File: src/rtl/core/dff_pkg.sv
// ----------------------------------------------------------------------------
// dff_pkg
// Shared types and constants of the decimal field formatter: character
// codes, controller states and the command/status bundles.
// ----------------------------------------------------------------------------
package dff_pkg;

	// default parameter values
	localparam int DFF_MAX_DIGITS = 10;
	localparam int DFF_LINE_WIDTH = 20;

	// fixed field geometry
	localparam int DIGIT_LIMIT = 10;
	localparam int BCD_DIGITS  = 10;
	localparam int CONV_BITS   = 32;

	// ascii codes
	localparam logic [7:0] CHR_ZERO     = 8'h30;
	localparam logic [7:0] CHR_DOT      = 8'h2E;
	localparam logic [7:0] CHR_MINUS    = 8'h2D;
	localparam logic [7:0] CHR_QUESTION = 8'h3F;

	// controller states
	typedef enum logic [2:0] {
		ST_IDLE,
		ST_CONV,
		ST_DOT,
		ST_FRAC,
		ST_INT,
		ST_MINUS
	} state_t;

	// what kind of character the datapath writes
	typedef enum logic [1:0] {
		KIND_DOT,
		KIND_FRAC,
		KIND_INT,
		KIND_MINUS
	} char_kind_t;

	// controller to datapath
	typedef struct packed {
		logic       load;
		logic       conv_step;
		logic       emit;
		char_kind_t kind;
		logic       last;
	} dff_cmd_t;

	// datapath to controller
	typedef struct packed {
		logic conv_done;
		logic frac_nz;
		logic int_nz;
		logic frac_last;
		logic int_first;
		logic int_last;
		logic int_end;
		logic minus_en;
		logic out_free;
	} dff_sts_t;

endpackage

File: src/rtl/core/dff_ctrl.sv
// ----------------------------------------------------------------------------
// dff_ctrl
// Sequencer of the formatter: conversion, then dot, fraction digits,
// integer digits and the minus sign, one character write per step.
// ----------------------------------------------------------------------------
module dff_ctrl
	import dff_pkg::*;
(
	input  logic     clk,
	input  logic     arst_n,
	input  logic     s_tvalid,
	output logic     s_tready,
	input  dff_sts_t sts,
	output dff_cmd_t cmd
);

	state_t state_q;
	state_t state_d;

	// state register
	always_ff @(posedge clk or negedge arst_n) begin
		if (!arst_n) begin
			state_q <= ST_IDLE;
		end else begin
			state_q <= state_d;
		end
	end

	// next state
	always_comb begin
		state_d = state_q;
		case (state_q)
			ST_IDLE: begin
				if (s_tvalid) state_d = ST_CONV;
			end
			ST_CONV: begin
				if (sts.conv_done) begin
					if (sts.frac_nz)     state_d = ST_DOT;
					else if (sts.int_nz) state_d = ST_INT;
					else                 state_d = ST_IDLE;
				end
			end
			ST_DOT: begin
				if (sts.out_free) state_d = ST_FRAC;
			end
			ST_FRAC: begin
				if (sts.out_free && sts.frac_last) begin
					state_d = sts.int_nz ? ST_INT : ST_IDLE;
				end
			end
			ST_INT: begin
				if (sts.out_free) begin
					if (sts.int_first && sts.minus_en) state_d = ST_MINUS;
					else if (sts.int_last)             state_d = ST_IDLE;
				end
			end
			ST_MINUS: begin
				if (sts.out_free) state_d = sts.int_end ? ST_IDLE : ST_INT;
			end
			default: state_d = ST_IDLE;
		endcase
	end

	// outputs
	always_comb begin
		s_tready      = 1'b0;
		cmd.load      = 1'b0;
		cmd.conv_step = 1'b0;
		cmd.emit      = 1'b0;
		cmd.kind      = KIND_DOT;
		cmd.last      = 1'b0;
		case (state_q)
			ST_IDLE: begin
				s_tready = 1'b1;
				cmd.load = s_tvalid;
			end
			ST_CONV: begin
				cmd.conv_step = 1'b1;
			end
			ST_DOT: begin
				cmd.emit = sts.out_free;
				cmd.kind = KIND_DOT;
			end
			ST_FRAC: begin
				cmd.emit = sts.out_free;
				cmd.kind = KIND_FRAC;
				cmd.last = sts.frac_last && !sts.int_nz;
			end
			ST_INT: begin
				cmd.emit = sts.out_free;
				cmd.kind = KIND_INT;
				cmd.last = sts.int_last && !(sts.int_first && sts.minus_en);
			end
			ST_MINUS: begin
				cmd.emit = sts.out_free;
				cmd.kind = KIND_MINUS;
				cmd.last = sts.int_end;
			end
			default: begin
				s_tready = 1'b0;
			end
		endcase
	end

	// fraction digits are only written when there are some
	assert property (@(posedge clk) disable iff (!arst_n)
		state_q == ST_FRAC |-> sts.frac_nz)
		else $error("fraction phase with no fraction digits");

	// the minus sign is only reached from the first integer digit
	assert property (@(posedge clk) disable iff (!arst_n)
		(state_q == ST_MINUS && $past(state_q) != ST_MINUS) |-> $past(state_q) == ST_INT)
		else $error("minus phase entered out of order");

	// conversion ends when the bit counter runs out
	assert property (@(posedge clk) disable iff (!arst_n)
		(state_q == ST_CONV && sts.conv_done) |=> state_q != ST_CONV)
		else $error("conversion did not finish");

endmodule

File: src/rtl/core/dff_datapath.sv
// ----------------------------------------------------------------------------
// dff_datapath
// Field registers, magnitude, bit-serial binary to bcd conversion, address
// generation and the output register of the formatter.
// ----------------------------------------------------------------------------
module dff_datapath
	import dff_pkg::*;
#(
	parameter int MAX_DIGITS = DFF_MAX_DIGITS,
	parameter int LINE_WIDTH = DFF_LINE_WIDTH
) (
	input  logic        clk,
	input  logic        arst_n,
	input  logic [55:0] s_tdata,
	input  dff_cmd_t    cmd,
	output dff_sts_t    sts,
	output logic        m_tvalid,
	input  logic        m_tready,
	output logic [15:0] m_tdata,
	output logic        m_tlast
);

	localparam int BCD_W = 4 * BCD_DIGITS;
	localparam logic [7:0] ROW_OFS1 = 8'(2 * LINE_WIDTH);
	localparam logic [7:0] ROW_OFS2 = 8'(LINE_WIDTH);
	localparam logic [7:0] ROW_OFS3 = 8'(3 * LINE_WIDTH);
	localparam logic [4:0] MAX_J    = 5'(MAX_DIGITS);

	// input fields
	logic [31:0] raw_value;
	logic        wide_value;
	logic        is_signed;
	logic        value_valid;
	logic [3:0]  int_digits;
	logic [3:0]  frac_digits;
	logic [1:0]  row;
	logic [4:0]  column;

	assign raw_value   = s_tdata[31:0];
	assign wide_value  = s_tdata[32];
	assign is_signed   = s_tdata[33];
	assign value_valid = s_tdata[34];
	assign int_digits  = s_tdata[38:35];
	assign frac_digits = s_tdata[42:39];
	assign row         = s_tdata[44:43];
	assign column      = s_tdata[49:45];

	// working registers
	logic [31:0]    mag_q;
	logic [BCD_W-1:0] bcd_q;
	logic [4:0]     bit_cnt_q;
	logic [4:0]     j_q;
	logic [3:0]     nint_q;
	logic [3:0]     nfrac_q;
	logic [6:0]     dot_addr_q;
	logic [6:0]     end_addr_q;
	logic [6:0]     minus_addr_q;
	logic           valid_q;
	logic           minus_en_q;

	// output register
	logic           out_valid_q;
	logic [6:0]     out_addr_q;
	logic [7:0]     out_code_q;
	logic           out_last_q;

	// clamp, row base, magnitude
	logic [3:0]  nint_c;
	logic [3:0]  nfrac_c;
	logic [7:0]  base;
	logic [7:0]  start;
	logic [31:0] mag_c;
	logic        neg_c;

	always_comb begin
		nint_c  = (int_digits > 4'(DIGIT_LIMIT)) ? 4'd0 : int_digits;
		nfrac_c = (frac_digits > 4'(DIGIT_LIMIT)) ? 4'd0 : frac_digits;
		case (row)
			2'd1:    base = ROW_OFS1;
			2'd2:    base = ROW_OFS2;
			2'd3:    base = ROW_OFS3;
			default: base = 8'd0;
		endcase
		start = base + {3'd0, column};
		if (wide_value) begin
			neg_c = is_signed && raw_value[31];
			mag_c = neg_c ? (32'd0 - raw_value) : raw_value;
		end else begin
			neg_c = is_signed && raw_value[15];
			mag_c = {16'd0, neg_c ? (16'd0 - raw_value[15:0]) : raw_value[15:0]};
		end
	end

	// double dabble correction ahead of each shift
	logic [BCD_W-1:0] bcd_adj;

	always_comb begin
		for (int k = 0; k < BCD_DIGITS; k++) begin
			bcd_adj[4*k +: 4] = (bcd_q[4*k +: 4] >= 4'd5) ?
				(bcd_q[4*k +: 4] + 4'd3) : bcd_q[4*k +: 4];
		end
	end

	// field and conversion registers
	always_ff @(posedge clk) begin
		if (cmd.load) begin
			mag_q        <= mag_c;
			bcd_q        <= '0;
			nint_q       <= nint_c;
			nfrac_q      <= nfrac_c;
			dot_addr_q   <= 7'(start + {4'd0, nint_c});
			end_addr_q   <= 7'(start + {4'd0, nint_c} + {4'd0, nfrac_c});
			minus_addr_q <= 7'(start - 8'd1);
			valid_q      <= value_valid;
			minus_en_q   <= value_valid && neg_c && (column != 5'd0);
		end else if (cmd.conv_step) begin
			bcd_q <= {bcd_adj[BCD_W-2:0], mag_q[31]};
			mag_q <= {mag_q[30:0], 1'b0};
		end else if (cmd.emit && (cmd.kind == KIND_FRAC || cmd.kind == KIND_INT)) begin
			bcd_q <= {4'd0, bcd_q[BCD_W-1:4]};
		end
	end

	// bit and digit counters
	always_ff @(posedge clk or negedge arst_n) begin
		if (!arst_n) begin
			bit_cnt_q <= '0;
			j_q       <= '0;
		end else if (cmd.load) begin
			bit_cnt_q <= '0;
			j_q       <= '0;
		end else begin
			if (cmd.conv_step) bit_cnt_q <= bit_cnt_q + 5'd1;
			if (cmd.emit && (cmd.kind == KIND_FRAC || cmd.kind == KIND_INT)) begin
				j_q <= j_q + 5'd1;
			end
		end
	end

	// character and address for the current step
	logic [4:0] jend;
	logic [7:0] digit_code;
	logic [6:0] char_address;
	logic [7:0] char_code;

	always_comb begin
		jend = {1'b0, nfrac_q} + {1'b0, nint_q};
		if (!valid_q)           digit_code = CHR_QUESTION;
		else if (j_q < MAX_J)   digit_code = CHR_ZERO + {4'd0, bcd_q[3:0]};
		else                    digit_code = CHR_ZERO;
		case (cmd.kind)
			KIND_DOT: begin
				char_address = dot_addr_q;
				char_code    = CHR_DOT;
			end
			KIND_FRAC: begin
				char_address = end_addr_q - {2'd0, j_q};
				char_code    = digit_code;
			end
			KIND_INT: begin
				char_address = end_addr_q - 7'd1 - {2'd0, j_q};
				char_code    = digit_code;
			end
			KIND_MINUS: begin
				char_address = minus_addr_q;
				char_code    = CHR_MINUS;
			end
			default: begin
				char_address = dot_addr_q;
				char_code    = CHR_DOT;
			end
		endcase
	end

	// output register
	always_ff @(posedge clk or negedge arst_n) begin
		if (!arst_n) begin
			out_valid_q <= 1'b0;
		end else if (cmd.emit) begin
			out_valid_q <= 1'b1;
		end else if (m_tready) begin
			out_valid_q <= 1'b0;
		end
	end

	always_ff @(posedge clk) begin
		if (cmd.emit) begin
			out_addr_q <= char_address;
			out_code_q <= char_code;
			out_last_q <= cmd.last;
		end
	end

	assign m_tvalid = out_valid_q;
	assign m_tdata  = {1'b0, out_code_q, out_addr_q};
	assign m_tlast  = out_last_q;

	// status
	always_comb begin
		sts.conv_done = (bit_cnt_q == 5'(CONV_BITS - 1));
		sts.frac_nz   = (nfrac_q != 4'd0);
		sts.int_nz    = (nint_q != 4'd0);
		sts.frac_last = ((j_q + 5'd1) == {1'b0, nfrac_q});
		sts.int_first = (j_q == {1'b0, nfrac_q});
		sts.int_last  = ((j_q + 5'd1) == jend);
		sts.int_end   = (j_q == jend);
		sts.minus_en  = minus_en_q;
		sts.out_free  = !out_valid_q || m_tready;
	end

endmodule

File: src/rtl/core/decimal_field_formatter.sv
// ----------------------------------------------------------------------------
// decimal_field_formatter
// Turns one display variable into the character writes of its decimal
// field on a four-row character display buffer.
// ----------------------------------------------------------------------------
// Usage:
//   s_* carries one field description per transaction; m_* returns one
//   character write per transaction, m_tlast set on the final write of a
//   field. A field with no digits produces no transaction on m_*.
//   s_tready is high only while the block is idle. After acceptance the
//   value goes through a bit-serial binary to bcd converter, all 32 bits for
//   any width, then one character is written per cycle while m_* accepts, up to 22.
//   The first write is registered at m_* once the conversion is done; an
//   item takes the conversion plus its character writes, as set by the
//   converter's bit counter and the single character write port.
//   When m_tready is low the pending write holds in the output register and
//   the sequencer waits; the last write of a field may still be pending
//   while the next field is accepted.
//   Reset clears the sequencer and the output valid; no clearing pass.
// ----------------------------------------------------------------------------
module decimal_field_formatter
	import dff_pkg::*;
#(
	parameter int MAX_DIGITS = DFF_MAX_DIGITS,
	parameter int LINE_WIDTH = DFF_LINE_WIDTH
) (
	input  logic        clk,
	input  logic        arst_n,
	input  logic        s_tvalid,
	output logic        s_tready,
	// raw_value[31:0], wide_value, is_signed, value_valid, int_digits[3:0],
	// frac_digits[3:0], row[1:0], column[4:0], zero fill
	input  logic [55:0] s_tdata,
	output logic        m_tvalid,
	input  logic        m_tready,
	// char_address[6:0], char_code[7:0], zero fill
	output logic [15:0] m_tdata,
	output logic        m_tlast
);

	dff_cmd_t cmd;
	dff_sts_t sts;

	// sequencer
	dff_ctrl u_ctrl (
		.clk      (clk),
		.arst_n   (arst_n),
		.s_tvalid (s_tvalid),
		.s_tready (s_tready),
		.sts      (sts),
		.cmd      (cmd)
	);

	// conversion and character datapath
	dff_datapath #(
		.MAX_DIGITS (MAX_DIGITS),
		.LINE_WIDTH (LINE_WIDTH)
	) u_datapath (
		.clk      (clk),
		.arst_n   (arst_n),
		.s_tdata  (s_tdata),
		.cmd      (cmd),
		.sts      (sts),
		.m_tvalid (m_tvalid),
		.m_tready (m_tready),
		.m_tdata  (m_tdata),
		.m_tlast  (m_tlast)
	);

endmodule
File: config.mk
export PLATFORM = sky130hd
export DESIGN_NAME = decimal_field_formatter
export DESIGN_NICKNAME = d
export VERILOG_FILES = /design/src/rtl/core/dff_pkg.sv /design/src/rtl/core/dff_ctrl.sv /design/src/rtl/core/dff_datapath.sv /design/src/rtl/core/decimal_field_formatter.sv
export SDC_FILE = /design/constraint.sdc
export NUM_CORES = 1
export LEC_CHECK = 0
export ABC_CLOCK_PERIOD_IN_PS = 4000
export BUFFER_PORTS_ARGS = -buffer_cell sky130_fd_sc_hd__buf_2
export CAP_MARGIN = 15
export CORE_MARGIN = 5
export CORE_UTILIZATION = 45
export CTS_CLUSTER_SIZE = 20
export DETAILED_ROUTE_END_ITERATION = 6
export SYNTH_ARGS = -nofsm -noshare
export SYNTH_HDL_FRONTEND = slang
export SYNTH_SLANG_ARGS = --single-unit
File: constraint.sdc
create_clock -name clk -period 4 [get_ports clk]
set_input_delay 0.8 -clock clk [delete_from_list [all_inputs] [get_ports clk]]
set_output_delay 0.8 -clock clk [all_outputs]
set_load 0.1 [all_outputs]
# ---- Word level (Yosys, flattened, before mapping)
# Cells that the tools add are included.
dict set report classes {
  add_sub_neg 23
  magnitude_cmp 13
  n_eq_ne 23
  muxes 48
  reduce_logical 25
}
# operator n
set ops {}
lappend ops {{$mux 32} 4}
lappend ops {{$mux 40} 2}
lappend ops {{$mux 4} 11}
lappend ops {{$ge 4x3->1 const B} 10}
lappend ops {{$add 4x2->4 const B} 9}
lappend ops {{$mux 3} 12}
lappend ops {{$sub 1x32->32 const A} 1}
lappend ops {{$pmux 7 s4} 1}
lappend ops {{$pmux 8 s3} 1}
lappend ops {{$mux 5} 4}
lappend ops {{$pmux 3 s6} 1}
lappend ops {{$pmux 6 s3} 1}
lappend ops {{$mux 16} 1}
lappend ops {{$mux 8} 2}
lappend ops {{$sub 1x16->16 const A} 1}
lappend ops {{$add 7x4->7} 2}
lappend ops {{$sub 7x1->7 const B} 2}
lappend ops {{$sub 7x5->7} 2}
lappend ops {{$pmux 3 s4} 1}
lappend ops {{$add 5x1->5 const B} 2}
lappend ops {{$eq 5x4->1} 2}
lappend ops {{$eq 5x5->1} 2}
lappend ops {{$logic_and 1x1->1} 9}
lappend ops {{$eq 2x2->1 const B} 4}
lappend ops {{other kinds (25)} 45}
dict set report word_totals {
  register_bits 133
  in_bits 60
  output_inout_bits 19
}

# ---- Depth between registers and ports, before layout
# Gate-level depths: netlist (run 1).
dict set report logic_depth {
  depth_word 8
  mapped_depth 13
}

# ---- Cells and area by module
# From an unflattened synthesis (run 1), not the netlist that was laid out.
dict set report hier_totals {
  cells_unflattened 961
  area_unflattened_um2 8812.2
}
# module n_inst cells_each area_per_inst_um2 seq_area_each_um2
set by_module_without_submodules {}
lappend by_module_without_submodules {dff_datapath 1 913 8409.3 3358.2}
lappend by_module_without_submodules {dff_ctrl 1 48 402.9 75.1}

# ---- Least setup slack after synthesis (run 1)
# Ideal clock, no wire load.
dict set report synth_timing {
  path_type {register to register}
  from {reg u_ctrl.state_q[0]}
  to {reg u_datapath.dot_addr_q[0], enable pin}
  setup_time_ns 0.407
  arrival_ns 4.624
  path_slack_ns -1.031
  path_stages_with_launch 6
  period_less_slack_ns 5.031
  cell_sequence {dfrtp_1 > clkbuf_1 > nor3_1 > nand2_1 > inv_2 > buf_1}
}
# item line_no
set synth_rtl {}
lappend synth_rtl {{from (decl)} dff_ctrl.sv:17} ;# state_t state_q;
lappend synth_rtl {{from (signal assigned)} dff_ctrl.sv:25} ;# state_q <= state_d;
lappend synth_rtl {{to (signal assigned)} dff_datapath.sv:111} ;# dot_addr_q <= 7'(start + {4'd0, nint_c});
lappend synth_rtl {{to (decl)} dff_datapath.sv:55} ;# logic [6:0] dot_addr_q;

# ---- Final worst setup path (run 1)
dict set report layout_timing {
  from {in s_tdata[37]}
  to {reg u_datapath.end_addr_q[5], data pin}
}
dict set report layout_between {
  elab_chain_len 4
}
# item line_no
set layout_rtl {}
lappend layout_rtl {{from (decl)} decimal_field_formatter.sv:33} ;# input logic [55:0] s_tdata,
lappend layout_rtl {{$gt 4x4->1} dff_datapath.sv:76} ;# nint_c = (int_digits > 4'(DIGIT_LIMIT)) ? 4'd0 : int_digits;
lappend layout_rtl {{$mux 4} dff_datapath.sv:76}
lappend layout_rtl {{net u_datapath.nint_c[0]} dff_datapath.sv:68} ;# logic [3:0] nint_c;
lappend layout_rtl {{$add 7x4->7 (2 in series)} dff_datapath.sv:112} ;# end_addr_q <= 7'(start + {4'd0, nint_c} + {4'd0, nfrac_c});
lappend layout_rtl {{to (signal assigned)} dff_datapath.sv:112}
lappend layout_rtl {{to (decl)} dff_datapath.sv:56} ;# logic [6:0] end_addr_q;
# The timed path passes the listed nets, and every way through them passes these cells.
# A chain may end at the register's enable or synchronous reset.

==> results of run 1 <==
==> state kept, by name, summed over array words and instances, names as in the netlist, 3 cells and up <==
name                     cells
u_datapath.nint_q            4
u_datapath.out_code_q        5
u_datapath.nfrac_q           4
u_datapath.end_addr_q        7
u_datapath.dot_addr_q        7
u_datapath.bit_cnt_q         5
u_datapath.minus_addr_q      7
u_ctrl.state_q               3
u_datapath.mag_q            32
u_datapath.out_addr_q        7
u_datapath.j_q               5
u_datapath.bcd_q            40
==> per-layer routing <==
layer  wire length [µm]  up-vias
met1               9170     2998
met5                  0        -
met2               7510      133
met4                232        0
li1                   -     3334
met3                788       16
==> stage by stage <==
step / worst slack, ps / hold WS, ps / cells / instance area (µm²)
floorplan: 63.9 / 448 / 902 / 8330
global placement: 634 / 489 / 1167 / 8870
detailed placement: 592 / 500 / 1167 / 8870
CTS: 1050 / 274 / 1199 / 9400
global route: 818 / 297 / 1199 / 9400
finish: 1040 / 277 / 1199 / 9400
==> kinds of logic after synthesis <==
family	after synthesis	synth area share
compound gates	259	0.190
simple gates	245	0.145
flops	130	0.413
buf+inv	110	0.0520
xor+xnor	82	0.0896
fa+ha+maj	57	0.0911
mux	15	0.0182
other cells	2	0.000903
==> area by class of cell <==
cell class / instances / area [µm²] / share of cell area
clock buffers: 20 / 457 / 0.0486
multi-input cells: 662 / 4480 / 0.476
inverters: 68 / 255 / 0.0271
well taps: 229 / 287 / 0.0305
flip-flops and latches: 130 / 3430 / 0.365
repair buffers: 78 / 415 / 0.0442
clock inverters: 12 / 80.1 / 0.00852
==> how the worst min path moves through the flow <==
stage                     slack (ps)  cells after the start                 endpoint                     from
after floorplan                  450                      2      u_datapath.bcd_q[0]     u_datapath.mag_q[31]
after global placement           490                      2  u_datapath.bit_cnt_q[4]  u_datapath.bit_cnt_q[4]
after detailed placement         500                      2        u_datapath.j_q[4]        u_datapath.j_q[4]
after CTS                        270                      1  u_datapath.bit_cnt_q[2]                   arst_n
after global routing             300                      1  u_datapath.bit_cnt_q[2]                   arst_n
final                            280                      1        u_datapath.j_q[4]                   arst_n
==> report_power, final <==
part	internal, mW	switching (mW)	total (mW)
registers	2.16	0.403	2.56
clock network	0.826	0.606	1.43
logic	1.26	2.26	3.52
==> cell usage in the layout, fill, tap and decap left out, drive strengths merged, types with 9 or more instances in the layout <==
cell / count
nor2b: 12
inv: 73
buf: 78
xnor2: 46
o31ai: 19
a211oi: 34
mux2i: 14
o21ai: 84
a32oi: 10
nand2: 88
nand3: 11
nor3: 25
ha: 51
nor2: 52
clkbuf: 20
nor3b: 9
nand2b: 16
dfxtp: 40
a21oi: 70
dfrtp: 14
xor2: 34
edfxtp: 76
==> worst register-to-register path, stage by stage, from the launching register on <==
cell and delay (ps):
dfrtp_1 650, xnor2_1 190, nand2b_1 220, ha_1 460, and2_2 210, buf_4 480
nand2_1 180, o21ai_0 100, nor2_1 60, a211oi_1 200
==> impl_metrics.toml, run 1 <==
[worst_setup_path]
endpoint = "u_datapath.end_addr_q[5]"
cp-startpoint = "s_tdata[37]"
crit_family = "adder cells"
required_ps = 4160
cp.arrival_ps = 3120
path_buf_inv = 3
crit_slowest_cell = "fa_1"
r2r_cells = 9
rr_endpoint = "u_datapath.bcd_q[16]"
worst-path-stages = 13
start_kind = "input pin"
slowest_delay_ps = 560
end_kind = "flop"
path_cells = "buf_2, o21ai_0, and2_1, ha_1, inv_1, fa_1, inv_1, ha_1, a21o_1, a21oi_1, nor2b_1, o21ai_0, xor2_1"
reg2reg_slack_ps = 1180
r2r-start = "u_ctrl.state_q[1]"
cp_max_fo = 4
crit_type = "input pin to flop"

[floorplanning]
coreArea_um2 = 18100
io_pins = 79
die_w_um = 146
fp-row-count = 49
fp.dieArea_um2 = 21300
die_y_um = 146
initial_core_util = 0.460

[logic_synthesis]
synth_area_per_cell_um2 = 9.24
syn_inst = 900
yosysSeqAreaShare = 0.413
async_flop_share = 0.108
ys_types = 62
synthTopCellsByCount = "87 x nand2_1, 84 x o21ai_0, 76 x edfxtp_1, 70 x a21oi_1, 66 x inv_1"
yosysTopAreaCellShare = 0.274
ys_warn_count = 0
synth_edf_count = 76
synth_top_cell_by_area = "edfxtp_1"
netlist_area_um2 = 8320
yosys_most_used_dff = "edfxtp_1"
ys_seq_elements = 130
synth.most_common_cell = "nand2_1"
synth_area_leaders = "edfxtp_1 27%, dfxtp_1 9.6%, ha_1 7.7%"

[status]
status = "finished, final reports clean"

[sta]
drv_slew = 0
skew_ps = 7.18
period_needed_ps = 2960
setup_viol = 0
relSlewSlack = 0.466
rsz0062_at_grt = "no"
max_freq_mhz = 338
worst_pin_slew_ps = 799
setup_tns_ps = 0
fin_crit_sh = 0.740
hold_viol = 0

[global_route]
grt_usage = 0.173
grt_overflow = 0
grt_pass1_vias = 6146
antenna_found_initial = 0
use_met3 = 0.0377
met2_usage = 0.252
grt_use_met1 = 0.257
top_usage_layer = "met1"
grt_max_degree = 63
grt_first_pass_wirelength_um = 30500

[job]
max_cap_viol_count = 0

[routing]
drc = 0
routed_wl_um = 17700
wl_per_cell_um = 14.8
drt_pass1_iterations = 5
viasPerCell = 5.41
antenna_left = 0
num_vias = 6481
dr.first_iter.drc_count = 364

[clock_tree]
numCtsBuffers = 17
clkTransAtPathRegs_ps = 60
cts-hold-fix-buffers = 0
cts_setup_buffers = 0
clock_latency_ps = 420
clkSinkCount = 130
h-tree-depth = 4
cts_tree = "built"
cts_buffer_depth = 2
cts_resized = 0
root_buffer = "clkbuf_16"

[cells_and_area]
nFillCells = 1634
diodes = 0
post_route_cells_drive_above_1_share = 0.125
area_delta_synth_final_pct = 13.0
utilization = 0.520
finalNetCount = 1074

[power_and_ir_drop]
peakVddDrop_mv = 0.375
p_per_area_nw_per_um2 = 799
p_leak_nw = 3.81
power_mw = 7.51

[placement]
place_hpwl_um = 12700
gp_congestion = 0.838
io_buffer_count = 68

[worst_hold_path]
hold_path.class = "input pin to async pin"
(Power assumes the default switching activity.)
==> run 2: changes to the inputs <==
--- a/config.mk
+++ b/config.mk
@@ -5,7 +5,7 @@
 export SDC_FILE = /design/constraint.sdc
 export NUM_CORES = 1
 export LEC_CHECK = 0
-export ABC_CLOCK_PERIOD_IN_PS = 4000
+export ABC_CLOCK_PERIOD_IN_PS = 2900
 export BUFFER_PORTS_ARGS = -buffer_cell sky130_fd_sc_hd__buf_2
 export CAP_MARGIN = 15
 export CORE_MARGIN = 5
==> constraint.sdc (replaced) <==
create_clock -name clk -period 2.9 [get_ports clk]
set_input_delay 0.58 -clock clk [delete_from_list [all_inputs] [get_ports clk]]
set_output_delay 0.58 -clock clk [all_outputs]
set_load 0.1 [all_outputs]
==> run 2 against run 1 <==
  * Sequential power is 37% higher
  * Largest power group unchanged
  * Cell count is 3.1% higher
  * Largest cell class unchanged
  * Clock skew is 0.67 ps higher
  * Sequential cell count stayed put
  * Non-clock buffer count is 36 higher
==> impl_metrics.toml, run 2 (synthesis results as in run 1) <==
[routing]
drc = 0
antenna_left = 0
wl_per_cell_um = 14.6
num_vias = 6601
dr.first_iter.drc_count = 323
routed_wl_um = 18100
viasPerCell = 5.34
drt_pass1_iterations = 7

[sta]
setup_viol = 0
setup_ws_ps = 264
hold_viol = 0
worst_pin_slew_ps = 605
period_needed_ps = 2640
fin_crit_sh = 0.909
rsz0062_at_grt = "no"
max_freq_mhz = 379
skew_ps = 7.86
relSlewSlack = 0.593
drv_slew = 0
setup_tns_ps = 0

[clock_tree]
cts_setup_buffers = 0
clkSinkCount = 130
cts-hold-fix-buffers = 0
root_buffer = "clkbuf_16"
numCtsBuffers = 17
h-tree-depth = 4
cts_resized = 0
clkTransAtPathRegs_ps = 60
cts_tree = "built"
cts_buffer_depth = 2
clock_latency_ps = 420

[worst_setup_path]
cp.arrival_ps = 2800
start_kind = "input pin"
crit_type = "input pin to flop"
crit_slowest_cell = "fa_1"
crit_family = "adder cells"
cp_max_fo = 2
slowest_delay_ps = 550
path_buf_inv = 3
path_cells = "buf_2, o21ai_0, and2_1, ha_1, inv_1, fa_1, inv_1, ha_1, a21o_1, a21oi_1, nor2b_1, o21ai_0, xor2_1"
end_kind = "flop"
required_ps = 3060

[cells_and_area]
finalNetCount = 1110
post_route_cells_drive_above_1_share = 0.159
biggestRegsByFlops = "u_datapath.bcd_q x40, u_datapath.mag_q x32"
mostFrequentLayoutCells = "85 x nand2_1, 84 x o21ai_0, 76 x edfxtp_1"
area_delta_synth_final_pct = 17.7
regMostFlops = "u_datapath.bcd_q"
final_common_cell = "nand2_1"
largest_reg_flops = 40
utilization = 0.542
nFillCells = 1647
final_area_um2 = 9790

[power_and_ir_drop]
p_sw_mw = 4.54
power_mw = 10.8
peakVddDrop_mv = 0.623
p_leak_nw = 4.01
clkPwrFrac = 0.208
p_int_mw = 6.29
comb_power_share = 0.467
p_sw_frac = 0.419
p_per_area_nw_per_um2 = 1110
p_seq_frac = 0.325

[floorplanning]
coreArea_um2 = 18100
die_w_um = 146
io_pins = 79
fp.dieArea_um2 = 21300
die_y_um = 146
initial_core_util = 0.460
fp-row-count = 49

[global_route]
antenna_found_initial = 0
grt_max_degree = 39
grt_pass1_vias = 6214
grt_usage = 0.171
grt_overflow = 0
grt_first_pass_wirelength_um = 30400

[job]
max_cap_viol_count = 0

[status]
status = "finished, final reports clean"

[worst_hold_path]
hold_path.class = "input pin to async pin"

[placement]
placed_cell_area_um2 = 9170
post-place-ws_ps = -197
io_buffer_count = 68
place_hpwl_um = 13300
gp_congestion = 0.881
==> run 2: changes by cell type in the layout (fill, tap and decap cells not counted), moves of 3 or more <==
| cell | previous run | this run |
|---|---|---|
| bufinv_16 | 0 | 4 |
| inv_6 | 3 | 0 |
| inv_4 | 3 | 0 |
| buf_4 | 10 | 44 |
==> run 2: per-stage QoR <==
stage / hold WS [ps] / instances
after floorplan: 284 / 902
after global placement: 490 / 1203
after detailed placement: 496 / 1203
after CTS: 45.3 / 1235
after global routing: 64.9 / 1235
final: 59.5 / 1236
==> run 2: cell type report <==
class                      instances  area [µm²]  share of cell area
clock buffer                      18         429              0.0438
sequential                       130        3430               0.351
tap                              229         287              0.0293
timing repair buffer             114         711              0.0726
inverter                          68         255              0.0261
antenna                            1        2.50            0.000255
multi-input combinational        662        4490               0.458
clock inverter                    14         189              0.0193
==> run 2: routing by layer <==
| metal | wire, µm | GRT usage |
|---|---|---|
| met1 | 9190 | 0.244 |
| met3 | 685 | 0.0355 |
| met5 | 0 | 0 |
| met2 | 7970 | 0.260 |
| met4 | 213 | 0.0579 |
==> run 2: power groups by stage <==
| stage | sequential, mW | combinational (mW) | clock (mW) |
|---|---|---|---|
| final | 3.52 | 5.05 | 2.25 |
| after global routing | 3.61 | 5.67 | 2.39 |
| after CTS | 3.52 | 5.09 | 2.29 |
| after detailed placement | 3.55 | 5.07 | 0 |
| after global placement | 3.53 | 5.00 | 0 |
| after floorplan | 3.83 | 3.52 | 0 |
==> run 2: path summary, 6_finish.rpt <==
kind                                         startpoint                        to  slack, ps  depth (start not counted)
worst max register to register    u_datapath.nfrac_q[0]         u_ctrl.state_q[0]        380                          9
max in group asynchronous                        arst_n         u_datapath.j_q[0]       2590                          1
worst min register to register  u_datapath.bit_cnt_q[4]   u_datapath.bit_cnt_q[4]        510                          2
worst min-delay path                             arst_n       u_datapath.m_tvalid         60                          1
min in group clk                            s_tdata[34]        u_datapath.valid_q        350                          1
worst max-delay path                        s_tdata[37]  u_datapath.end_addr_q[5]        260                         13
==> run 3: changes to the inputs <==
--- a/config.mk
+++ b/config.mk
@@ -9,9 +9,10 @@
 export BUFFER_PORTS_ARGS = -buffer_cell sky130_fd_sc_hd__buf_2
 export CAP_MARGIN = 15
 export CORE_MARGIN = 5
-export CORE_UTILIZATION = 45
+export CORE_UTILIZATION = 50
 export CTS_CLUSTER_SIZE = 20
 export DETAILED_ROUTE_END_ITERATION = 6
+export PLACE_DENSITY = 0.69
 export SYNTH_ARGS = -nofsm -noshare
 export SYNTH_HDL_FRONTEND = slang
 export SYNTH_SLANG_ARGS = --single-unit
==> run 3 against run 2 <==
  * Global-route usage grew 1.2 points
  * Cell count shrank 1.2%
  * Non-clock buffer count shrank 6
  * Clock skew grew 0.89 ps
  * Hold slack gained 3.8 ps
  * Maximum frequency shrank 2.4%
  * Setup slack lost 65 ps
  * Register-to-register slack gained 30 ps
  * Core utilization grew 5.0 points
  * First-iteration DRC count grew 26%
  * Routed wire length shrank 3.4%
  * Critical path type unchanged
  * Critical endpoint unchanged
==> impl_metrics.toml, run 3 (synthesis results as in run 1) <==
[power_and_ir_drop]
power_mw = 10.8
peakVddDrop_mv = 0.656
p_per_area_nw_per_um2 = 1100
p_leak_nw = 4.00

[worst_setup_path]
end_kind = "flop"
cp.arrival_ps = 2860
required_ps = 3050
crit_type = "input pin to flop"
endpoint = "u_datapath.end_addr_q[5]"
rr_endpoint = "u_datapath.bcd_q[16]"
reg2reg_slack_ps = 410
start_kind = "input pin"
cp_max_fo = 2
r2r_cells = 9
r2r-start = "u_ctrl.state_q[2]"
cp-startpoint = "s_tdata[37]"

[clock_tree]
clock_latency_ps = 420
cts_resized = 0
clkTransAtPathRegs_ps = 60
cts_tree = "built"
cts_setup_buffers = 0
cts-hold-fix-buffers = 0
clkSinkCount = 130
numCtsBuffers = 17
root_buffer = "clkbuf_16"
cts_buffer_depth = 2
h-tree-depth = 4

[cells_and_area]
final_area_um2 = 9740
fin_cells = 1221
regMostFlops = "u_datapath.bcd_q"
post_route_cells_drive_above_1_share = 0.153
mostFrequentLayoutCells = "85 x nand2_1, 84 x o21ai_0, 76 x edfxtp_1"
final_common_cell = "nand2_1"
biggestRegsByFlops = "u_datapath.bcd_q x40, u_datapath.mag_q x32"
largest_reg_flops = 40
area_delta_synth_final_pct = 17.1
finalNetCount = 1104

[floorplanning]
coreArea_um2 = 16500
fp.dieArea_um2 = 19300
die_w_um = 139
initial_core_util = 0.505
die_y_um = 139
io_pins = 79
fp-row-count = 47

[global_route]
antenna_found_initial = 0
grt_max_degree = 50
grt_usage = 0.183
grt_pass1_vias = 6160
grt_first_pass_wirelength_um = 29500
grt_overflow = 0

[routing]
antenna_left = 0
num_vias = 6623
routed_wl_um = 17500
viasPerCell = 5.42
drt_pass1_iterations = 4
wl_per_cell_um = 14.3
drc = 0
wl_met3_um = 792
dr_wl_met2_um = 7830
dr.first_iter.drc_count = 408
wl_met1_um = 8660
top_layer = "met4"

[sta]
skew_ps = 8.75
setup_tns_ps = 0
setup_ws_ps = 198
rsz0062_at_grt = "no"
worst_pin_slew_ps = 576
drv_slew = 0
max_freq_mhz = 370
period_needed_ps = 2700
fin_crit_sh = 0.932
hold_viol = 0
setup_viol = 0
relSlewSlack = 0.612

[placement]
post-place-ws_ps = -297
io_buffer_count = 68
placed_cell_area_um2 = 9100
gp_congestion = 0.886
place_inst = 1188
place_hpwl_um = 12900

[worst_hold_path]
hold_path.class = "input pin to async pin"

[status]
status = "finished, final reports clean"

[job]
max_cap_viol_count = 0
run 3: cell count changes in the layout (fill, tap and decap cells not counted), sizes merged:
cell	delta
inv	+1
bufinv	-2
clkbuf	+7
buf	-6
clkinv	-3
clkinvlp	-3
run 3: critical path, cell delays in order:
cell	delay [ps]
buf_2	100
o21ai_0	130
and2_1	180
ha_1	180
inv_1	60
fa_1	550
inv_1	70
ha_1	280
a21o_1	190
a21oi_2	170
nor2b_1	60
o21ai_0	200
xor2_1	110
run 3: power breakdown:
group          internal, mW  total [mW]  switching (mW)
registers              2.98        3.49           0.510
clock network          1.46        2.23           0.764
logic                  1.86        5.04            3.18
total                  6.30        10.8            4.46
run 3: layer usage:
| metal | global-route usage | vias to the layer above |
|---|---|---|
| met2 | 0.280 | 147 |
| met5 | 0 | - |
| met3 | 0.0410 | 11 |
| li1 | - | 3387 |
| met1 | 0.264 | 3078 |
| met4 | 0.0505 | 0 |
run 3: cell type report:
class,count,area [µm²]
fill,1420,6730
multi-input combinational,662,4490
sequential,130,3430
timing repair buffer,108,653
clock buffer,25,539
tap,220,275
inverter,68,255
clock inverter,7,90.1
antenna,1,2.50
run 3: through the flow:
step / hold WS, ps / util
final: 63.3 / 0.592
after global placement: 491 / 0.553
after global routing: 77.0 / 0.591
after detailed placement: 493 / 0.553
after floorplan: 284 / -
after CTS: 62.5 / 0.591
run 3: worst min-delay path by stage:
stage / slack [ps] / startpoint / depth (start not counted) / endpoint
CTS: 60 / arst_n / 1 / u_datapath.j_q[1]
finish: 60 / arst_n / 1 / u_datapath.j_q[1]
global route: 80 / arst_n / 1 / u_datapath.j_q[1]
floorplan: 280 / arst_n / 0 / u_ctrl.state_q[0]
global placement: 490 / u_datapath.bit_cnt_q[4] / 2 / u_datapath.bit_cnt_q[4]
detailed placement: 490 / u_datapath.bcd_q[39] / 1 / u_datapath.bcd_q[39]
